File: src/rtl/core/sfxd_pkg.sv
// Package: shared constants, types and codes for the serial frame deframer.
package sfxd_pkg;

  localparam int MAX_FRAME_DEF = 64;
  localparam int DATA_W        = 8;
  localparam int IDX_W         = 6;
  localparam int CNT_W         = 9;
  localparam int COUNT_SAT     = 256;
  localparam int STORE_AW_MAX  = 8;
  localparam int QUEUE_DEPTH   = 2;
  localparam int CFG_IDX_W     = 1;

  localparam logic [CNT_W-1:0]  LEN_POS_PLAIN  = 9'h003;
  localparam logic [CNT_W-1:0]  LEN_POS_UID    = 9'h005;
  localparam logic [DATA_W-1:0] START_BYTE_RST = 8'hFF;

  typedef enum logic [CFG_IDX_W-1:0] {
    REG_START_BYTE = 1'b0,
    REG_USE_UID    = 1'b1
  } cfg_reg_e;

  typedef enum logic {
    BK_IDLE,
    BK_SHOW
  } back_state_e;

  typedef struct packed {
    logic                    en;
    logic [STORE_AW_MAX-1:0] addr;
    logic [DATA_W-1:0]       data;
  } store_wr_t;

endpackage

File: src/rtl/core/sfxd_if.sv
// Interfaces: receive byte, frame byte and configuration write channels.
interface sfxd_in_if;
  logic       valid;
  logic       ready;
  logic [7:0] rx_byte;
  modport source (output valid, output rx_byte, input ready);
  modport sink (input valid, input rx_byte, output ready);
endinterface

interface sfxd_out_if;
  logic       valid;
  logic       ready;
  logic [7:0] frame_byte;
  logic [5:0] byte_index;
  logic       frame_last;
  modport source (output valid, output frame_byte, output byte_index, output frame_last,
                  input ready);
  modport sink (input valid, input frame_byte, input byte_index, input frame_last,
                output ready);
endinterface

interface sfxd_cfg_if;
  logic       valid;
  logic       ready;
  logic [0:0] index;
  logic [7:0] data;
  modport source (output valid, output index, output data, input ready);
  modport sink (input valid, input index, input data, output ready);
endinterface

File: src/rtl/core/sfxd_queue.sv
// Short frame descriptor queue between the front and back parts.
module sfxd_queue import sfxd_pkg::*; #(
  parameter int W = 7
) (
  input  logic         clk_i,
  input  logic         rst_ni,
  input  logic         push_i,
  input  logic [W-1:0] push_data_i,
  input  logic         pop_i,
  output logic         valid_o,
  output logic [W-1:0] data_o
);

  localparam int PtrW = $clog2(QUEUE_DEPTH);
  localparam int FillW = $clog2(QUEUE_DEPTH + 1);

  logic [W-1:0]     entry_q [QUEUE_DEPTH];
  logic [PtrW-1:0]  wr_ptr_q, wr_ptr_d;
  logic [PtrW-1:0]  rd_ptr_q, rd_ptr_d;
  logic [FillW-1:0] fill_q, fill_d;
  logic             do_push, do_pop;

  assign do_push = push_i && (fill_q != FillW'(QUEUE_DEPTH));
  assign do_pop  = pop_i && (fill_q != '0);
  assign valid_o = fill_q != '0;
  assign data_o  = entry_q[rd_ptr_q];

  always_comb begin
    wr_ptr_d = do_push ? wr_ptr_q + PtrW'(1) : wr_ptr_q;
    rd_ptr_d = do_pop ? rd_ptr_q + PtrW'(1) : rd_ptr_q;
    fill_d   = fill_q;
    if (do_push && !do_pop) begin
      fill_d = fill_q + FillW'(1);
    end else if (do_pop && !do_push) begin
      fill_d = fill_q - FillW'(1);
    end
  end

  always_ff @(posedge clk_i or negedge rst_ni) begin
    if (!rst_ni) begin
      wr_ptr_q <= '0;
      rd_ptr_q <= '0;
      fill_q   <= '0;
    end else begin
      wr_ptr_q <= wr_ptr_d;
      rd_ptr_q <= rd_ptr_d;
      fill_q   <= fill_d;
    end
  end

  always_ff @(posedge clk_i) begin
    if (do_push) begin
      entry_q[wr_ptr_q] <= push_data_i;
    end
  end

endmodule

File: src/rtl/core/sfxd_front.sv
// Front part: takes received bytes, tracks count, checksum and length, detects completion.
module sfxd_front import sfxd_pkg::*; #(
  parameter int MaxFrame = MAX_FRAME_DEF,
  parameter int LenW     = $clog2(MAX_FRAME_DEF + 1)
) (
  input  logic            clk_i,
  input  logic            rst_ni,
  sfxd_in_if.sink         rx,
  sfxd_cfg_if.sink        cfg,
  input  logic            busy_i,
  output store_wr_t       store_wr_o,
  output logic            push_o,
  output logic [LenW-1:0] push_len_o
);

  logic [DATA_W-1:0] start_byte_q;
  logic              use_uid_q;
  logic [CNT_W-1:0]  cnt_q, cnt_d;
  logic [DATA_W-1:0] xor_q, xor_d;
  logic [DATA_W-1:0] len_q, len_d;
  logic              ovf_q, ovf_d;

  logic              accept, is_start, fits, at_len, complete;
  logic [CNT_W-1:0]  cnt_base, len_pos;
  logic [DATA_W-1:0] xor_base, len_base;
  logic              ovf_base;

  assign rx.ready  = !busy_i;
  assign cfg.ready = 1'b1;
  assign accept    = rx.valid && rx.ready;

  always_comb begin
    is_start = rx.rx_byte == start_byte_q;
    len_pos  = use_uid_q ? LEN_POS_UID : LEN_POS_PLAIN;
    cnt_base = is_start ? '0 : cnt_q;
    xor_base = is_start ? '0 : xor_q;
    len_base = is_start ? '0 : len_q;
    ovf_base = is_start ? 1'b0 : ovf_q;

    fits  = cnt_base < CNT_W'(MaxFrame);
    ovf_d = ovf_base | !fits;
    cnt_d = (cnt_base < CNT_W'(COUNT_SAT)) ? cnt_base + CNT_W'(1) : cnt_base;
    xor_d = xor_base ^ rx.rx_byte;

    at_len   = !is_start && (cnt_d == len_pos);
    len_d    = at_len ? rx.rx_byte : len_base;
    complete = !is_start && !at_len && (cnt_d == {1'b0, len_base}) &&
               (xor_d == '0) && !ovf_d;

    store_wr_o.en   = accept && fits;
    store_wr_o.addr = cnt_base[STORE_AW_MAX-1:0];
    store_wr_o.data = rx.rx_byte;
    push_o          = accept && complete;
    push_len_o      = LenW'(cnt_d);
  end

  always_ff @(posedge clk_i or negedge rst_ni) begin
    if (!rst_ni) begin
      start_byte_q <= START_BYTE_RST;
      use_uid_q    <= 1'b0;
    end else if (cfg.valid && cfg.ready) begin
      unique case (cfg.index)
        REG_START_BYTE: start_byte_q <= cfg.data;
        REG_USE_UID:    use_uid_q    <= cfg.data[0];
        default: ;
      endcase
    end
  end

  always_ff @(posedge clk_i or negedge rst_ni) begin
    if (!rst_ni) begin
      cnt_q <= '0;
      xor_q <= '0;
      len_q <= '0;
      ovf_q <= 1'b0;
    end else if (accept) begin
      cnt_q <= cnt_d;
      xor_q <= xor_d;
      len_q <= len_d;
      ovf_q <= ovf_d;
    end
  end

endmodule

File: src/rtl/core/sfxd_back.sv
// Back part: frame store and replay of a completed frame onto the output channel.
module sfxd_back import sfxd_pkg::*; #(
  parameter int MaxFrame = MAX_FRAME_DEF,
  parameter int LenW     = $clog2(MAX_FRAME_DEF + 1)
) (
  input  logic            clk_i,
  input  logic            rst_ni,
  input  store_wr_t       store_wr_i,
  input  logic            desc_valid_i,
  input  logic [LenW-1:0] desc_len_i,
  output logic            desc_pop_o,
  output logic            busy_o,
  sfxd_out_if.source      frame
);

  localparam int AW = $clog2(MaxFrame);

  logic [DATA_W-1:0] store_q [MaxFrame];
  logic [DATA_W-1:0] rdata_q;

  back_state_e       state_q, state_d;
  logic [AW-1:0]     ptr_q, ptr_d;
  logic [LenW-1:0]   len_q, len_d;
  logic              out_valid_q, out_valid_d;
  logic [DATA_W-1:0] out_byte_q;
  logic [IDX_W-1:0]  out_idx_q;
  logic              out_last_q;

  logic              load, last, rd_en;
  logic [AW-1:0]     rd_addr;

  assign load = (state_q == BK_SHOW) && (!out_valid_q || frame.ready);
  assign last = (LenW'(ptr_q) + LenW'(1)) == len_q;

  always_comb begin
    state_d = state_q;
    unique case (state_q)
      BK_IDLE: if (desc_valid_i) state_d = BK_SHOW;
      BK_SHOW: if (load && last) state_d = BK_IDLE;
      default: state_d = BK_IDLE;
    endcase
  end

  always_comb begin
    desc_pop_o = 1'b0;
    rd_en      = 1'b0;
    rd_addr    = ptr_q;
    ptr_d      = ptr_q;
    len_d      = len_q;
    unique case (state_q)
      BK_IDLE: begin
        if (desc_valid_i) begin
          desc_pop_o = 1'b1;
          rd_en      = 1'b1;
          rd_addr    = '0;
          ptr_d      = '0;
          len_d      = desc_len_i;
        end
      end
      BK_SHOW: begin
        if (load && !last) begin
          rd_en   = 1'b1;
          rd_addr = ptr_q + AW'(1);
          ptr_d   = ptr_q + AW'(1);
        end
      end
      default: ;
    endcase
    out_valid_d = load ? 1'b1 : (frame.ready ? 1'b0 : out_valid_q);
  end

  assign busy_o           = (state_q != BK_IDLE) || desc_valid_i;
  assign frame.valid      = out_valid_q;
  assign frame.frame_byte = out_byte_q;
  assign frame.byte_index = out_idx_q;
  assign frame.frame_last = out_last_q;

  always_ff @(posedge clk_i) begin
    if (store_wr_i.en) begin
      store_q[store_wr_i.addr[AW-1:0]] <= store_wr_i.data;
    end
    if (rd_en) begin
      rdata_q <= store_q[rd_addr];
    end
  end

  always_ff @(posedge clk_i or negedge rst_ni) begin
    if (!rst_ni) begin
      state_q     <= BK_IDLE;
      ptr_q       <= '0;
      len_q       <= '0;
      out_valid_q <= 1'b0;
    end else begin
      state_q     <= state_d;
      ptr_q       <= ptr_d;
      len_q       <= len_d;
      out_valid_q <= out_valid_d;
    end
  end

  always_ff @(posedge clk_i) begin
    if (load) begin
      out_byte_q <= rdata_q;
      out_idx_q  <= IDX_W'(ptr_q);
      out_last_q <= last;
    end
  end

  a_ptr_in_frame: assert property (@(posedge clk_i) disable iff (!rst_ni)
    state_q == BK_SHOW |-> LenW'(ptr_q) < len_q)
    else $error("replay pointer past frame length");

  a_len_nonzero: assert property (@(posedge clk_i) disable iff (!rst_ni)
    state_q == BK_SHOW |-> len_q != '0)
    else $error("replaying an empty frame");

  a_last_ends: assert property (@(posedge clk_i) disable iff (!rst_ni)
    load && last |=> state_q == BK_IDLE)
    else $error("replay did not end after last byte");

endmodule

File: src/rtl/core/serial_frame_xor_deframer_core.sv
// Serial frame deframer top level: front, descriptor queue and back.
// Throughput: one received byte per cycle while no frame is being replayed.
// Replay: after the completing byte's transfer, the queue register, the store read register and
// the output register stand before the first frame byte, then one byte per cycle unless frame_o
// stalls; input stalls until replay ends. The store has separate write and read ports.
// Reset clears count, checksum, length, overflow and queue, sets config defaults; the store is not cleared.
module serial_frame_xor_deframer_core import sfxd_pkg::*; #(
  parameter int MaxFrame = MAX_FRAME_DEF
) (
  input  logic       clk_i,
  input  logic       rst_ni,
  sfxd_in_if.sink    rx_i,
  sfxd_cfg_if.sink   cfg_i,
  sfxd_out_if.source frame_o
);

  localparam int LenW = $clog2(MaxFrame + 1);

  store_wr_t       store_wr;
  logic            push, desc_valid, desc_pop, busy;
  logic [LenW-1:0] push_len, desc_len;

  sfxd_front #(.MaxFrame(MaxFrame), .LenW(LenW)) u_front (
    .clk_i      (clk_i),
    .rst_ni     (rst_ni),
    .rx         (rx_i),
    .cfg        (cfg_i),
    .busy_i     (busy),
    .store_wr_o (store_wr),
    .push_o     (push),
    .push_len_o (push_len)
  );

  sfxd_queue #(.W(LenW)) u_queue (
    .clk_i       (clk_i),
    .rst_ni      (rst_ni),
    .push_i      (push),
    .push_data_i (push_len),
    .pop_i       (desc_pop),
    .valid_o     (desc_valid),
    .data_o      (desc_len)
  );

  sfxd_back #(.MaxFrame(MaxFrame), .LenW(LenW)) u_back (
    .clk_i        (clk_i),
    .rst_ni       (rst_ni),
    .store_wr_i   (store_wr),
    .desc_valid_i (desc_valid),
    .desc_len_i   (desc_len),
    .desc_pop_o   (desc_pop),
    .busy_o       (busy),
    .frame        (frame_o)
  );

endmodule
File: src/flat_wrapper.sv
// flat-port wrapper written by rule: the top's interface ports become plain ports
module serial_frame_xor_deframer_core_flat import sfxd_pkg::*;
#(
  parameter int MaxFrame = MAX_FRAME_DEF
)
  (clk_i, rst_ni, rx_i_valid, rx_i_rx_byte, rx_i_ready, cfg_i_valid, cfg_i_index, cfg_i_data, cfg_i_ready, frame_o_valid, frame_o_frame_byte, frame_o_byte_index, frame_o_frame_last, frame_o_ready);
  sfxd_in_if rx_i_i ();
  sfxd_cfg_if cfg_i_i ();
  sfxd_out_if frame_o_i ();
  input  logic clk_i;
  input  logic rst_ni;
  input wire logic [$bits(rx_i_i.valid)-1:0] rx_i_valid;
  input wire logic [$bits(rx_i_i.rx_byte)-1:0] rx_i_rx_byte;
  output wire logic [$bits(rx_i_i.ready)-1:0] rx_i_ready;
  input wire logic [$bits(cfg_i_i.valid)-1:0] cfg_i_valid;
  input wire logic [$bits(cfg_i_i.index)-1:0] cfg_i_index;
  input wire logic [$bits(cfg_i_i.data)-1:0] cfg_i_data;
  output wire logic [$bits(cfg_i_i.ready)-1:0] cfg_i_ready;
  output wire logic [$bits(frame_o_i.valid)-1:0] frame_o_valid;
  output wire logic [$bits(frame_o_i.frame_byte)-1:0] frame_o_frame_byte;
  output wire logic [$bits(frame_o_i.byte_index)-1:0] frame_o_byte_index;
  output wire logic [$bits(frame_o_i.frame_last)-1:0] frame_o_frame_last;
  input wire logic [$bits(frame_o_i.ready)-1:0] frame_o_ready;
  assign rx_i_i.valid = rx_i_valid;
  assign rx_i_i.rx_byte = rx_i_rx_byte;
  assign rx_i_ready = rx_i_i.ready;
  assign cfg_i_i.valid = cfg_i_valid;
  assign cfg_i_i.index = cfg_i_index;
  assign cfg_i_i.data = cfg_i_data;
  assign cfg_i_ready = cfg_i_i.ready;
  assign frame_o_valid = frame_o_i.valid;
  assign frame_o_frame_byte = frame_o_i.frame_byte;
  assign frame_o_byte_index = frame_o_i.byte_index;
  assign frame_o_frame_last = frame_o_i.frame_last;
  assign frame_o_i.ready = frame_o_ready;
  serial_frame_xor_deframer_core #(.MaxFrame(MaxFrame)) u_core (.clk_i(clk_i), .rst_ni(rst_ni), .rx_i(rx_i_i), .cfg_i(cfg_i_i), .frame_o(frame_o_i));
endmodule
File: config.mk
export PLATFORM = sky130hd
export DESIGN_NAME = serial_frame_xor_deframer_core_flat
export DESIGN_NICKNAME = d
export VERILOG_FILES = /design/src/rtl/core/sfxd_pkg.sv /design/src/rtl/core/sfxd_if.sv /design/src/rtl/core/sfxd_queue.sv /design/src/rtl/core/sfxd_front.sv /design/src/rtl/core/sfxd_back.sv /design/src/rtl/core/serial_frame_xor_deframer_core.sv /design/src/flat_wrapper.sv
export SDC_FILE = /design/constraint.sdc
export NUM_CORES = 1
export LEC_CHECK = 0
export BUFFER_PORTS_ARGS = -buffer_cell sky130_fd_sc_hd__clkbuf_2
export CORE_ASPECT_RATIO = 0.6
export CORE_UTILIZATION = 44
export CTS_CLUSTER_DIAMETER = 60
export CTS_CLUSTER_SIZE = 12
export DETAILED_ROUTE_END_ITERATION = 8
export GPL_TIMING_DRIVEN = 0
export PLACE_DENSITY = 0.56
export SYNTH_ARGS = -nofsm -noshare
export SYNTH_HDL_FRONTEND = slang
export SYNTH_SLANG_ARGS = --single-unit
File: constraint.sdc
create_clock -name clk_i -period 6.8 [get_ports clk_i]
set_input_delay 1.02 -clock clk_i [delete_from_list [all_inputs] [get_ports clk_i]]
set_output_delay 1.02 -clock clk_i [all_outputs]
set_load 0.02 [all_outputs]
==> out/results.txt <==
status -> complete, no violations
fmax -> 0.183 GHz
r2r startpoint -> u_core.u_back.ptr_q[0]
CTS tree -> built
FFs w/ async S/R, synth -> 8.96%
Overflow after GRT -> 0
Max-cap violations -> 0
sequential share of the synthesized area -> 71.8%
Hold WS -> 0.422 ns
CP bufs+invs -> 2
GPL Wtd Cong -> 0.928
Setup Buffers After CTS -> 0
Via Count -> 15511
number of flops mapped to enable cells by yosys -> 549
crit path kind -> in -> reg
Reg clk slew, reported paths -> 0.06 ns
Tot GR Track Use -> 25.6%
Slew @ Worst Pin -> 1.30 ns
drt wl/cell -> 27.6 microns
Distinct cells, synth -> 76
Hold Crit Start -> u_core.u_back.rdata_q[0]
fin crit share -> 80.4%
most common cell after layout, fill and taps aside -> edfxtp_1
Pins Over Slew Limit -> 0
P&R area growth vs syn -> 11.3%
# port buffers -> 38
die area -> 0.0575 sq mm
clock sinks -> 603
clk_lat worst skew -> 0.63 ns
Hold Crit Class -> reg -> reg
Setup-failing EPs final -> 0
routed vias/inst -> 5.96
layout cell share with drive strength beyond 1 -> 12.7%
DRC Markers -> 0
antenna violations before repair -> 1
Ys Warns -> 0
worst vdd ir -> 244 uV
CP max FO -> 65
Layout Utilization -> 49.6%
Die Height -> 186 microns
nets -> 1843
CTS Buf Count -> 56
Die Width -> 309 microns
number of fill cells -> 4748
Gate Count Post-Synth -> 1719
Slew Limit Headroom -> 13.0%
CP Capture Type -> flip-flop
clock tree buffer depth -> 3
global-route wire length before repair -> 103000 microns
DRT Pass-1 Iters -> 6
Initial Util -> 44.5%
sequential cell area -> 0.0178 sq mm
critical path's top delay family -> simple AND/OR/NAND/NOR gates
start point of the critical path -> rx_i_rx_byte[2]
flops & latches, synth -> 603
most frequent cells in the layout -> edfxtp_1 (549), nand2_1 (298), nor2_1 (99), nand3_1 (93), mux2i_1 (76)
RSZ-0062 raised after global routing -> no
dpl cells -> 2518
Fin. Hold Viols -> 0
Avg Cell Area, Syn -> 14.5 sq um
Critical Path Start Type -> input pin
fin crit period -> 5.47 ns
prevailing post-synth register cell -> edfxtp_1
core box area -> 0.0558 sq mm
vias in the first global route -> 14493
Setup TNS -> 0 ns
Leakage -> 9.34 nW
area of the multi-input gates -> 0.00637 sq mm
Slowest-stage cell, CP -> o2111ai_1
H-tree lvl count -> 2
CP arrival -> 5.76 ns
Syn Nets -> 1743
initial DRC count -> 2074
# hold bufs at CTS -> 0
CTS root buffer -> clkbuf_16
largest net degree at the start of global routing -> 70
post-route insts no fill -> 2603
post_cts resized -> 0
I/O pin cnt -> 40
cell repeated most along the worst path -> xnor2_1
critical path cell sequence -> clkbuf_4 -> clkbuf_1 -> xnor2_1 -> nand4_1 -> o2111ai_1 -> nand2b_1 -> xor2_1 -> nor2_1 -> xnor2_1 -> a41oi_1 -> nor3_1 -> and2_1
mapped cell area -> 0.0249 sq mm
number of routed nets with antenna violations -> 0
Worst EP required -> 7.10 ns
P per Cell Area -> 469 mW/mm^2
# diodes -> 0
Post-DP HPWL -> 49100 microns
Crit path largest cell delay -> 1.13 ns
Post-Route WL -> 71900 microns
# rows -> 67
Worst Skew -> 0.0325 ns
==> cell usage after synthesis, types with 3 or more instances <==
cell type / instances / area, sq um
a221oi_1: 10 / 87.6
nand2_1: 298 / 1120
dfstp_2: 8 / 210
nand4_1: 39 / 244
o32ai_1: 4 / 35.0
nor4_1: 13 / 81.3
buf_1: 9 / 33.8
a2111oi_0: 3 / 26.3
clkbuf_1: 44 / 165
o211ai_1: 6 / 45.0
edfxtp_1: 549 / 16500
and3_1: 5 / 31.3
a22o_1: 22 / 193
buf_2: 22 / 110
buf_8: 4 / 60.1
a32o_1: 3 / 30.0
buf_6: 12 / 135
xnor2_1: 27 / 236
xor2_1: 17 / 149
mux4_2: 29 / 653
and2_1: 6 / 37.5
mux2i_1: 76 / 761
dfrtp_1: 46 / 1150
o22ai_1: 21 / 131
nand3b_1: 5 / 37.5
a311oi_1: 8 / 70.1
a211oi_1: 12 / 90.1
nand3_1: 93 / 465
inv_1: 5 / 18.8
mux2_2: 16 / 180
a31oi_1: 11 / 68.8
o21ai_0: 15 / 75.1
a32oi_1: 8 / 70.1
nor3_1: 21 / 105
nand2b_1: 8 / 50.1
nor2b_1: 5 / 31.3
a221oi_2: 6 / 90.1
nor2_1: 99 / 372
a21oi_1: 73 / 365
buf_4: 12 / 90.1
inv_2: 3 / 11.3
==> final cells by class <==
cell class | count | area share (%)
flip-flops and latches | 603 | 64.5
multi-input cells | 1003 | 23.0
clock buffers | 80 | 5.54
well taps | 759 | 3.43
plain buffers | 104 | 2.22
repair buffers | 42 | 1.07
inverters | 9 | 0.131
clock inverters | 3 | 0.104
==> state kept, by name (all words and copies together), names as in the netlist <==
register,cells
u_core.u_back.rdata_q,8
u_core.u_front.cnt_q,9
u_core.u_back.frame.valid,1
u_core.u_back.frame.frame_byte,8
u_core.u_back.len_q,7
u_core.u_queue.wr_ptr_q,1
u_core.u_back.frame.byte_index,6
u_core.u_front.start_byte_q,8
u_core.u_back.state_q,1
u_core.u_front.ovf_q,1
u_core.u_queue.entry_q,14
u_core.u_front.xor_q,8
u_core.u_queue.fill_q,2
u_core.u_back.ptr_q,6
u_core.u_queue.rd_ptr_q,1
u_core.u_back.store_q,512
u_core.u_back.frame.frame_last,1
u_core.u_front.use_uid_q,1
u_core.u_front.len_q,8
==> cells by family after synthesis <==
family          after synthesis  share of synthesized area, %
compound gates              227                          6.56
xor+xnor                     44                          1.55
fa+ha+maj                     2                         0.101
buf+inv                     113                          2.62
flops                       603                          71.8
mux                         123                          6.53
other cells                   1                        0.0151
simple gates                606                          10.8
==> metrics by stage <==
step / power, mW / cell area [sq um] / worst slack, ns
4_1_cts: 12.8 / 27600 / 0.762
2_1_floorplan: 7.71 / 24900 / 2.71
5_1_grt: 13.4 / 27700 / 1.01
6_report: 13.0 / 27700 / 1.33
3_5_place_dp: 9.98 / 26100 / 0.108
3_3_place_gp: 9.93 / 26000 / 0.134
==> power breakdown <==
part           internal, mW  total [mW]  switching, mW
Sequential             4.21        4.29         0.0809
Combinational          1.80        5.83           4.02
Clock                  1.54        2.87           1.33
Total                  7.56        13.0           5.43
==> worst paths after layout <==
check                                               endpoint  slack [ns]  cells past startpoint
max                             u_core.u_queue.entry_q[1][5]        1.33                     12
min                        u_core.u_back.frame.frame_byte[0]        0.42                      0
max reg2reg                         u_core.u_back.rdata_q[5]        1.56                     14
min reg2reg                u_core.u_back.frame.frame_byte[0]        0.42                      0
max in group asynchronous             u_core.u_back.ptr_q[3]        5.76                      1
min in group asynchronous            u_core.u_front.xor_q[3]        0.49                      1
==> metal layers <==
layer	vias up	part of all wire [%]	GRT usage, %
li1	6712	-	-
met1	7893	47	40.9
met2	808	38	32.5
met3	98	13	8.96
met4	0	1.9	5.70
met5	-	0	0
(Power assumes the default switching activity.)
